==> config.mk <==
export PLATFORM = sky130hd
export DESIGN_NAME = api_frame_receiver_flat
export DESIGN_NICKNAME = d
export VERILOG_FILES = /design/src/rtl/core/afr_pkg.sv /design/src/rtl/core/afr_byte_if.sv /design/src/rtl/core/afr_result_if.sv /design/src/rtl/core/afr_parser.sv /design/src/rtl/core/afr_out_reg.sv /design/src/rtl/core/api_frame_receiver.sv /design/src/flat_wrapper.sv
export SDC_FILE = /design/constraint.sdc
export NUM_CORES = 1
export LEC_CHECK = 0
export BUFFER_PORTS_ARGS = -buffer_cell sky130_fd_sc_hd__buf_2
export CAP_MARGIN = 15
export CORE_MARGIN = 10
export CORE_UTILIZATION = 58
export DETAILED_ROUTE_END_ITERATION = 8
export GPL_ROUTABILITY_DRIVEN = 0
export HOLD_SLACK_MARGIN = 0.03
export PLACE_DENSITY = 0.8
export SLEW_MARGIN = 10
export SYNTH_ARGS = -nofsm -noshare
export SYNTH_HDL_FRONTEND = slang
export SYNTH_SLANG_ARGS = --single-unit
==> constraint.sdc <==
create_clock -name i_clk -period 5.5 [get_ports i_clk]
set_clock_uncertainty 0.2 [all_clocks]
set_input_delay 0 -clock i_clk [delete_from_list [all_inputs] [get_ports i_clk]]
set_output_delay 0 -clock i_clk [all_outputs]
set_load 0.05 [all_outputs]
==> src/rtl/core/afr_pkg.sv <==
`default_nettype none

package afr_pkg;

    // frame delimiters and codes
    localparam logic [7:0] START_BYTE     = 8'h7E;
    localparam logic [7:0] TX_STATUS_TYPE = 8'h8B;
    localparam logic [7:0] CHECK_BASE     = 8'hFF;
    localparam logic [7:0] DELIVERY_OK    = 8'h00;

    // data byte position of the delivery status, counted from zero
    localparam logic [15:0] STATUS_INDEX  = 16'd5;
    localparam logic [15:0] TX_STATUS_MIN = 16'd6;

    localparam logic [15:0] MAX_LEN_RESET = 16'd127;

    typedef enum logic [1:0] {
        OUTCOME_GOOD     = 2'd0,
        OUTCOME_BAD_SUM  = 2'd1,
        OUTCOME_TOO_LONG = 2'd2
    } t_outcome;

    typedef struct packed {
        t_outcome    outcome;
        logic [7:0]  type_code;
        logic [15:0] data_length;
        logic        is_tx_status;
        logic [7:0]  status_code;
        logic        delivered;
    } t_result;

    // handshake between the parser and the result register
    typedef struct packed {
        logic    push;
        t_result res;
    } t_push;

endpackage

`default_nettype wire

==> src/rtl/core/afr_byte_if.sv <==
`default_nettype none

interface afr_byte_if;
    logic       valid;
    logic       ready;
    logic [7:0] rx_byte;

    modport source (output valid, output rx_byte, input ready);
    modport sink (input valid, input rx_byte, output ready);
endinterface

`default_nettype wire

==> src/rtl/core/afr_result_if.sv <==
`default_nettype none

interface afr_result_if;
    logic        valid;
    logic        ready;
    logic [1:0]  outcome;
    logic [7:0]  type_code;
    logic [15:0] data_length;
    logic        is_tx_status;
    logic [7:0]  status_code;
    logic        delivered;

    modport source (
        output valid, output outcome, output type_code, output data_length,
        output is_tx_status, output status_code, output delivered,
        input ready
    );
    modport sink (
        input valid, input outcome, input type_code, input data_length,
        input is_tx_status, input status_code, input delivered,
        output ready
    );
endinterface

`default_nettype wire

==> src/rtl/core/afr_parser.sv <==
`default_nettype none

module afr_parser (
    input  wire logic            i_clk,
    input  wire logic            i_rst_n,
    input  wire logic            i_byte_valid,
    input  wire logic [7:0]      i_byte,
    input  wire logic [15:0]     i_max_len,
    input  wire logic            i_out_free,
    output logic                 o_take,
    output afr_pkg::t_push       o_push
);

    typedef enum logic [1:0] {
        PH_WAIT   = 2'd0,
        PH_LEN_HI = 2'd1,
        PH_LEN_LO = 2'd2,
        PH_DATA   = 2'd3
    } t_phase;

    t_phase      r_phase, n_phase;
    logic [15:0] r_decl_len, n_decl_len;
    logic [15:0] r_seen, n_seen;
    logic [7:0]  r_sum, n_sum;
    logic [7:0]  r_type, n_type;
    logic [7:0]  r_status, n_status;

    logic        has_result;
    logic [15:0] full_len;
    logic [7:0]  expect_sum;
    logic        tx_status;
    afr_pkg::t_result res;

    assign full_len   = {r_decl_len[15:8], i_byte};
    assign expect_sum = afr_pkg::CHECK_BASE - r_sum;
    assign tx_status  = (r_type == afr_pkg::TX_STATUS_TYPE) &&
                        (r_decl_len >= afr_pkg::TX_STATUS_MIN);

    // result formation for the current byte
    always_comb begin
        has_result       = 1'b0;
        res.outcome      = afr_pkg::OUTCOME_GOOD;
        res.type_code    = r_type;
        res.data_length  = r_decl_len;
        res.is_tx_status = 1'b0;
        res.status_code  = 8'h00;
        res.delivered    = 1'b0;
        case (r_phase)
            PH_LEN_LO: begin
                if (full_len > i_max_len) begin
                    has_result      = 1'b1;
                    res.outcome     = afr_pkg::OUTCOME_TOO_LONG;
                    res.type_code   = 8'h00;
                    res.data_length = full_len;
                end
            end
            PH_DATA: begin
                if (r_seen == r_decl_len) begin
                    has_result = 1'b1;
                    if (expect_sum != i_byte) begin
                        res.outcome = afr_pkg::OUTCOME_BAD_SUM;
                    end else begin
                        res.is_tx_status = tx_status;
                        res.status_code  = tx_status ? r_status : 8'h00;
                        res.delivered    = tx_status &&
                                           (r_status == afr_pkg::DELIVERY_OK);
                    end
                end
            end
            default: begin
            end
        endcase
    end

    // byte is consumed unless its result cannot be stored
    assign o_take          = i_byte_valid && (!has_result || i_out_free);
    assign o_push.push     = o_take && has_result;
    assign o_push.res      = res;

    // next frame state
    always_comb begin
        n_phase    = r_phase;
        n_decl_len = r_decl_len;
        n_seen     = r_seen;
        n_sum      = r_sum;
        n_type     = r_type;
        n_status   = r_status;
        case (r_phase)
            PH_WAIT: begin
                if (i_byte == afr_pkg::START_BYTE) begin
                    n_decl_len = 16'h0000;
                    n_seen     = 16'h0000;
                    n_sum      = 8'h00;
                    n_type     = 8'h00;
                    n_status   = 8'h00;
                    n_phase    = PH_LEN_HI;
                end
            end
            PH_LEN_HI: begin
                n_decl_len = {i_byte, 8'h00};
                n_phase    = PH_LEN_LO;
            end
            PH_LEN_LO: begin
                n_decl_len = full_len;
                n_phase    = has_result ? PH_WAIT : PH_DATA;
            end
            PH_DATA: begin
                if (has_result) begin
                    n_phase = PH_WAIT;
                end else begin
                    if (r_seen == 16'h0000) begin
                        n_type = i_byte;
                    end
                    if (r_seen == afr_pkg::STATUS_INDEX) begin
                        n_status = i_byte;
                    end
                    n_sum  = r_sum + i_byte;
                    n_seen = r_seen + 16'd1;
                end
            end
            default: begin
                n_phase = PH_WAIT;
            end
        endcase
    end

    // frame state registers
    always_ff @(posedge i_clk) begin
        if (!i_rst_n) begin
            r_phase    <= PH_WAIT;
            r_decl_len <= 16'h0000;
            r_seen     <= 16'h0000;
            r_sum      <= 8'h00;
            r_type     <= 8'h00;
            r_status   <= 8'h00;
        end else if (o_take) begin
            r_phase    <= n_phase;
            r_decl_len <= n_decl_len;
            r_seen     <= n_seen;
            r_sum      <= n_sum;
            r_type     <= n_type;
            r_status   <= n_status;
        end
    end

endmodule

`default_nettype wire

==> src/rtl/core/afr_out_reg.sv <==
`default_nettype none

module afr_out_reg (
    input  wire logic            i_clk,
    input  wire logic            i_rst_n,
    input  wire afr_pkg::t_push  i_push,
    output logic                 o_free,
    afr_result_if.source         o_res
);

    logic             r_valid;
    afr_pkg::t_result r_res;

    // slot can take a result when empty or emptied this cycle
    assign o_free = !r_valid || o_res.ready;

    // result holding register
    always_ff @(posedge i_clk) begin
        if (!i_rst_n) begin
            r_valid <= 1'b0;
        end else if (i_push.push) begin
            r_valid <= 1'b1;
        end else if (o_res.ready) begin
            r_valid <= 1'b0;
        end
    end

    always_ff @(posedge i_clk) begin
        if (i_push.push) begin
            r_res <= i_push.res;
        end
    end

    // drive the output channel
    assign o_res.valid        = r_valid;
    assign o_res.outcome      = r_res.outcome;
    assign o_res.type_code    = r_res.type_code;
    assign o_res.data_length  = r_res.data_length;
    assign o_res.is_tx_status = r_res.is_tx_status;
    assign o_res.status_code  = r_res.status_code;
    assign o_res.delivered    = r_res.delivered;

endmodule

`default_nettype wire

==> src/rtl/core/api_frame_receiver.sv <==
`default_nettype none

// Byte-serial receiver for start-delimited API frames: it hunts for 0x7E, reads
// a big-endian 16-bit length, the data bytes and a checksum, and reports one
// result per frame (good, checksum mismatch, or length above max_frame_length,
// which drops the frame right after the length field). Bytes outside a frame
// other than 0x7E are ignored. One byte is accepted every clock cycle unless
// a byte that ends a frame waits for a full output slot; bytes pass an input
// register and the parser's state update, and the output register takes the
// result as the parser consumes the byte that ends the frame. A stalled output
// holds its result while the parser keeps consuming bytes that produce no result.
module api_frame_receiver (
    input  wire logic        i_clk,
    input  wire logic        i_rst_n,
    input  wire logic        i_cfg_we,
    input  wire logic [15:0] i_cfg_wdata,
    afr_byte_if.sink         i_rx,
    afr_result_if.source     o_res
);

    logic           r_in_valid;
    logic [7:0]     r_in_byte;
    logic [15:0]    r_max_len;
    logic           take;
    logic           out_free;
    afr_pkg::t_push push;

    // max frame length register
    always_ff @(posedge i_clk) begin
        if (!i_rst_n) begin
            r_max_len <= afr_pkg::MAX_LEN_RESET;
        end else if (i_cfg_we) begin
            r_max_len <= i_cfg_wdata;
        end
    end

    // input byte register
    assign i_rx.ready = !r_in_valid || take;

    always_ff @(posedge i_clk) begin
        if (!i_rst_n) begin
            r_in_valid <= 1'b0;
        end else if (i_rx.ready) begin
            r_in_valid <= i_rx.valid;
        end
    end

    always_ff @(posedge i_clk) begin
        if (i_rx.valid && i_rx.ready) begin
            r_in_byte <= i_rx.rx_byte;
        end
    end

    afr_parser u_parser (
        .i_clk        (i_clk),
        .i_rst_n      (i_rst_n),
        .i_byte_valid (r_in_valid),
        .i_byte       (r_in_byte),
        .i_max_len    (r_max_len),
        .i_out_free   (out_free),
        .o_take       (take),
        .o_push       (push)
    );

    afr_out_reg u_out_reg (
        .i_clk   (i_clk),
        .i_rst_n (i_rst_n),
        .i_push  (push),
        .o_free  (out_free),
        .o_res   (o_res)
    );

endmodule

`default_nettype wire

==> src/flat_wrapper.sv <==
// flat-port wrapper written by rule: the top's interface ports become plain ports
module api_frame_receiver_flat 
  (i_clk, i_rst_n, i_cfg_we, i_cfg_wdata, i_rx_valid, i_rx_rx_byte, i_rx_ready, o_res_valid, o_res_outcome, o_res_type_code, o_res_data_length, o_res_is_tx_status, o_res_status_code, o_res_delivered, o_res_ready);
  afr_byte_if i_rx_i ();
  afr_result_if o_res_i ();
  input  wire logic i_clk;
  input  wire logic i_rst_n;
  input  wire logic i_cfg_we;
  input  wire logic [15:0] i_cfg_wdata;
  input wire logic [$bits(i_rx_i.valid)-1:0] i_rx_valid;
  input wire logic [$bits(i_rx_i.rx_byte)-1:0] i_rx_rx_byte;
  output wire logic [$bits(i_rx_i.ready)-1:0] i_rx_ready;
  output wire logic [$bits(o_res_i.valid)-1:0] o_res_valid;
  output wire logic [$bits(o_res_i.outcome)-1:0] o_res_outcome;
  output wire logic [$bits(o_res_i.type_code)-1:0] o_res_type_code;
  output wire logic [$bits(o_res_i.data_length)-1:0] o_res_data_length;
  output wire logic [$bits(o_res_i.is_tx_status)-1:0] o_res_is_tx_status;
  output wire logic [$bits(o_res_i.status_code)-1:0] o_res_status_code;
  output wire logic [$bits(o_res_i.delivered)-1:0] o_res_delivered;
  input wire logic [$bits(o_res_i.ready)-1:0] o_res_ready;
  assign i_rx_i.valid = i_rx_valid;
  assign i_rx_i.rx_byte = i_rx_rx_byte;
  assign i_rx_ready = i_rx_i.ready;
  assign o_res_valid = o_res_i.valid;
  assign o_res_outcome = o_res_i.outcome;
  assign o_res_type_code = o_res_i.type_code;
  assign o_res_data_length = o_res_i.data_length;
  assign o_res_is_tx_status = o_res_i.is_tx_status;
  assign o_res_status_code = o_res_i.status_code;
  assign o_res_delivered = o_res_i.delivered;
  assign o_res_i.ready = o_res_ready;
  api_frame_receiver u_core (.i_clk(i_clk), .i_rst_n(i_rst_n), .i_cfg_we(i_cfg_we), .i_cfg_wdata(i_cfg_wdata), .i_rx(i_rx_i), .o_res(o_res_i));
endmodule
* Word level (Yosys, flattened, before mapping)
Cells that the tools add are included.
** Cells by class
- Bitwise gates (word level) :: 4
- Mux-type cells :: 27
- Magnitude comparators :: 2
- Add/sub/neg operators :: 3
- Reduce and logical (&&, ||, !) cells :: 26
- Eq/ne operators :: 13
** Operators by type and width (number)
- two-way mux 8 bit :: 6
- one-hot mux 16 bit (3 select lines) :: 1
- one-hot mux 8 bit (2 select lines) :: 3
- two-way mux 16 bit :: 2
- one-hot mux 16 bit (2 select lines) :: 1
- two-way mux 26 bit :: 1
- two-way mux 24 bit :: 1
- adder 16 x 1 -> 16 bit, second input constant :: 1
- == test 16 bit :: 1
- == test 16 x 3 -> 1 bit, second input constant :: 1
- greater-or-equal comparator 16 x 3 -> 1 bit, second input constant :: 1
- greater-than comparator 16 bit :: 1
- logical NOT 16 bit :: 1
- != test 2 bit, second input constant :: 5
- AND reduction 5 bit :: 2
- adder 8 bit :: 1
- == test 8 x 7 -> 1 bit, second input constant :: 1
- == test 8 bit, second input constant :: 1
- logical NOT 8 bit :: 1
- two-way mux 2 bit :: 4
- != test 8 bit :: 1
- one-hot mux 2 bit (4 select lines) :: 1
- AND reduction 4 bit :: 2
- subtractor 8 bit, first input constant :: 1
- 15 further kinds :: 34
** Word-level totals
- Logic and storage cells :: 92
- Output and inout port bits :: 38
- Input port bits :: 29
- Flip-flop bits (word level) :: 120

* Longest topological paths before layout
- Depth after elaboration :: 8
- Mapped depth :: 11
- Gate-level depth less buffers :: 9

* Modules after synthesis
From an unflattened synthesis, not the netlist that was laid out.
** Unflattened totals
- Cells, all modules :: 575
- Area total of the unflattened synthesis :: 5960.7 um2
** By module, submodules not included
- afr_parser :: cells an instance 471, instances 1, seq. area each 1161.1 um2, area an instance 3947.5 um2
- afr_out_reg :: cells an instance 40, instances 1, seq. area each 1101.1 um2, area an instance 1129.8 um2
- api_frame_receiver :: cells an instance 64, instances 1, seq. area each 580.6 um2, area an instance 883.3 um2

* Worst setup path after synthesis
No wires, ideal clock.
- Kind :: register to register
- From :: register u_core.r_in_byte[6]
- To :: register u_core.u_out_reg.r_res, in the netlist u_core.u_out_reg.o_res.data_length[0], enable pin
- Period minus slack after synthesis :: 3893 ps
- Required time :: 4871 ps
- Cell stages (with the launch flop) :: 10
- Path slack :: 1607 ps
- Buffers on the path :: 1
- Library setup time :: 429 ps
- Data arrival time :: 3264 ps
- Cell sequence :: edfxtp_1 -> ha_1 -> and4_1 -> nand3b_1 -> a21o_1 -> o211ai_1 -> a21o_1 -> buf_6 -> nand2_1 -> nor2_1
** RTL lines
- start: declaration :: RTL line api_frame_receiver.sv:22 : logic [7:0] r_in_byte;
- start signal: assignment :: RTL line api_frame_receiver.sv:50 : r_in_byte <= i_rx.rx_byte;
- end signal: assignment :: RTL line afr_out_reg.sv:30 : r_res <= i_push.res;
- end: declaration :: RTL line afr_out_reg.sv:12 : afr_pkg::t_result r_res;

==> impl_metrics.env <==
export IMPL_root_buffer="clkbuf_8"
export IMPL_synth_top_cell_area_share_pct=26.2
export IMPL_yosys_area_top_type="dfxtp_1"
export IMPL_final_max_slew_violation_count=0
export IMPL_first_iter_violations=680
export IMPL_clock_sinks=120
export IMPL_synth_most_common_cell="dfxtp_1"
export IMPL_first_pass_iters=6
export IMPL_cpMaxStageDelayCell="nor2_4"
export IMPL_rsz0062_at_grt="false"
export IMPL_grt_use_total_pct=23.8
export IMPL_worst_slew_pin_slew_ns=1.01
export IMPL_fmax_ghz=0.270
export IMPL_start_util_pct=59.3
export IMPL_synthesis_area_sq_um=5800
export IMPL_power_leakage_nw=3.07
export IMPL_holdBufCountCts=64
export IMPL_placed_cells=739
export IMPL_min_period_ns=3.70
export IMPL_slowest_delay_ns=0.77
export IMPL_fillers=583
export IMPL_port_buffer_count=66
export IMPL_syn_inst=566
export IMPL_coreArea_sq_um=9770
export IMPL_finalPower_w=0.00218
export IMPL_powerDensity_nw_per_um2=293
export IMPL_die_area_sq_um=14400
export IMPL_hold_viol_final=0
export IMPL_status="complete, no violations"
export IMPL_clk_pin_slew_worst_paths_ns=0.06
export IMPL_setup_viol=0
export IMPL_num_nets_final=751
export IMPL_fin_cells=836
export IMPL_crit_type="reg2reg"
export IMPL_period_share_pct=67.2
export IMPL_h_tree_depth=4
export IMPL_vdd_drop_max_mv=0.212
export IMPL_cap_violations=0
export IMPL_path_cells="ha_1 -> nand2_1 -> nor4b_1 -> and2_4 -> a21o_1 -> nand2_1 -> nor2_4"
export IMPL_antenna_left=0
export IMPL_worstSkewPairLatency_ns=0.55
export IMPL_whs_path_depth=2
export IMPL_reg2reg_depth=7
export IMPL_grt_max_degree=50
export IMPL_cts_tree="done"
export IMPL_synthArstFlopShare_pct=0
export IMPL_drive_above_1_share_pct=17.6
export IMPL_rows=36
export IMPL_synth_cell_types=59
export IMPL_fp_dieW_um=120
export IMPL_synth_common_cells="76 x dfxtp_1, 72 x nand2_1, 44 x edfxtp_1"
export IMPL_clockBufferDepth=2
export IMPL_ys_warnings_count=0
export IMPL_grt_pass1_wl_um=27300
export IMPL_vias=5220
export IMPL_avgSynthCellArea_sq_um=10.2
export IMPL_hold_class="reg2reg"
export IMPL_cts_buffers=17
export IMPL_dp_final_hpwl_um=10200
export IMPL_startpoint_type="register"
export IMPL_grt_overflow=0
export IMPL_required_ns=5.47
export IMPL_synthToLayoutAreaGrowth_pct=28.1
export IMPL_slew_headroom_pct=32.6
export IMPL_synth_nets=627
export IMPL_cp_end_kind="register"
export IMPL_setup_tns_ns=0
export IMPL_drc=0
export IMPL_crit_top_cell="nand2_1"
export IMPL_whs_ns=0.261
export IMPL_synth_enable_flop_cells=44
export IMPL_synthTopCellsByArea="dfxtp_1 26%, edfxtp_1 23%, ha_1 6.7%"
export IMPL_diodes=0
export IMPL_via_per_inst=6.24
export IMPL_post_drt_wl_per_cell_um=20.5
export IMPL_die_y_um=120
export IMPL_antenna_found_initial=0
export IMPL_ys_flop_type="dfxtp_1"
export IMPL_io_pins=67
export IMPL_cts_resized=0
export IMPL_synth_seq_cells=120
export IMPL_crit_fanout=36
export IMPL_postCtsSetupRepairBufs=0
export IMPL_grt_pass1_vias=5174
export IMPL_wirelength_um=17100
export IMPL_cp_arrival_ns=3.66
export IMPL_seq_area_frac_synth_pct=49.0
## critical path: cells and delay by family (launching register included)
family / cells / cell delay (ns)
AOI/OAI and AO/OA: 1 / 0.31
adders and majority gates: 1 / 0.69
DFF: 1 / 0.39
and+or+nand+nor: 5 / 1.71
## worst paths after layout
check                                               start  slack [ns]                                              end
hold / removal      u_core.u_parser.r_sum[3]$_SDFFE_PN0P_        0.26            u_core.u_parser.r_sum[3]$_SDFFE_PN0P_
setup reg to reg  u_core.u_parser.r_phase[0]$_SDFFE_PN0P_        1.80  u_core.u_out_reg.o_res.data_length[6]$_DFFE_PP_
setup / recovery  u_core.u_parser.r_phase[0]$_SDFFE_PN0P_        1.80  u_core.u_out_reg.o_res.data_length[6]$_DFFE_PP_
hold reg to reg     u_core.u_parser.r_sum[3]$_SDFFE_PN0P_        0.26            u_core.u_parser.r_sum[3]$_SDFFE_PN0P_
## cell type report
type                       instances  area [sq um]  area share [%]
clock inverter                    15           165            2.22
clock buffer                      17           414            5.58
tap                              133           166            2.24
sequential                       120          2840            38.3
timing repair buffer             134           998            13.4
multi-input combinational        390          2740            36.9
inverter                          27           101            1.36
## through the flow
stage	worst slack, ns	area [sq um]	utilization (%)
floorplan	1.61	5800	-
global placement	2.11	6200	63.5
detailed placement	1.92	6200	63.5
CTS	1.93	7420	75.9
global route	1.49	7430	76.0
finish	1.80	7430	76.0
## state kept, by name (all words and copies together) (netlist names)
register / flops
u_core.u_out_reg.o_res.status_code: 8
u_core.u_parser.r_type: 8
u_core.u_parser.r_status: 8
u_core.u_out_reg.o_res.outcome: 2
u_core.u_out_reg.o_res.delivered: 1
u_core.u_parser.r_decl_len: 16
u_core.u_parser.r_sum: 8
u_core.r_in_valid: 1
u_core.r_max_len: 16
u_core.u_parser.r_phase: 2
u_core.u_out_reg.o_res.type_code: 8
u_core.u_out_reg.o_res.is_tx_status: 1
u_core.u_out_reg.o_res.data_length: 16
u_core.u_out_reg.o_res.valid: 1
u_core.r_in_byte: 8
u_core.u_parser.r_seen: 16
## cell families after synthesis
group	count (synthesis)	share of synthesized area [%]
flops	120	49.0
simple gates	192	16.3
xor+xnor	23	3.86
compound gates	110	14.1
mux	33	5.85
fa+ha+maj	32	7.03
buf+inv	56	3.86
## cells in the final DEF (no fill, tap or decap), types with 3 or more instances in the layout
| cell | netlist | final |
|---|---|---|
| a21o_1 | 5 | 5 |
| a21oi_1 | 35 | 35 |
| a31oi_1 | 3 | 3 |
| a32o_1 | 17 | 17 |
| and2_1 | 17 | 17 |
| and3_1 | 4 | 4 |
| buf_2 | 5 | 67 |
| buf_4 | 0 | 3 |
| clkbuf_16 | 0 | 16 |
| clkinvlp_4 | 0 | 3 |
| dfxtp_1 | 76 | 76 |
| dlygate4sd3_1 | 0 | 64 |
| edfxtp_1 | 44 | 44 |
| ha_1 | 31 | 31 |
| inv_1 | 27 | 27 |
| inv_6 | 0 | 6 |
| mux2_2 | 7 | 7 |
| mux2i_1 | 26 | 26 |
| nand2_1 | 72 | 72 |
| nand3_1 | 24 | 24 |
| nand4_1 | 9 | 9 |
| nor2_1 | 32 | 31 |
| nor3_1 | 5 | 5 |
| nor4_1 | 9 | 9 |
| o211ai_1 | 11 | 11 |
| o21a_1 | 5 | 5 |
| o21ai_0 | 11 | 10 |
| o22ai_1 | 3 | 3 |
| xnor2_1 | 10 | 10 |
| xor2_1 | 10 | 10 |
| xor2_2 | 3 | 3 |
## routing by layer
layer	wire length, um	up-vias	GRT usage, %
li1	-	2316	-
met1	6210	2476	27.9
met2	8500	360	39.8
met3	1750	68	7.17
met4	647	0	10.3
met5	0	-	0
## power by group
part	internal, W	switching (W)	leakage (nW)
Combinational	0.0000667	0.0000605	1.72
Clock	0.000654	0.000446	0.278
Sequential	0.000929	0.0000215	1.07
Total	0.00165	0.000528	3.07
Power figures use the tool's default switching activity.
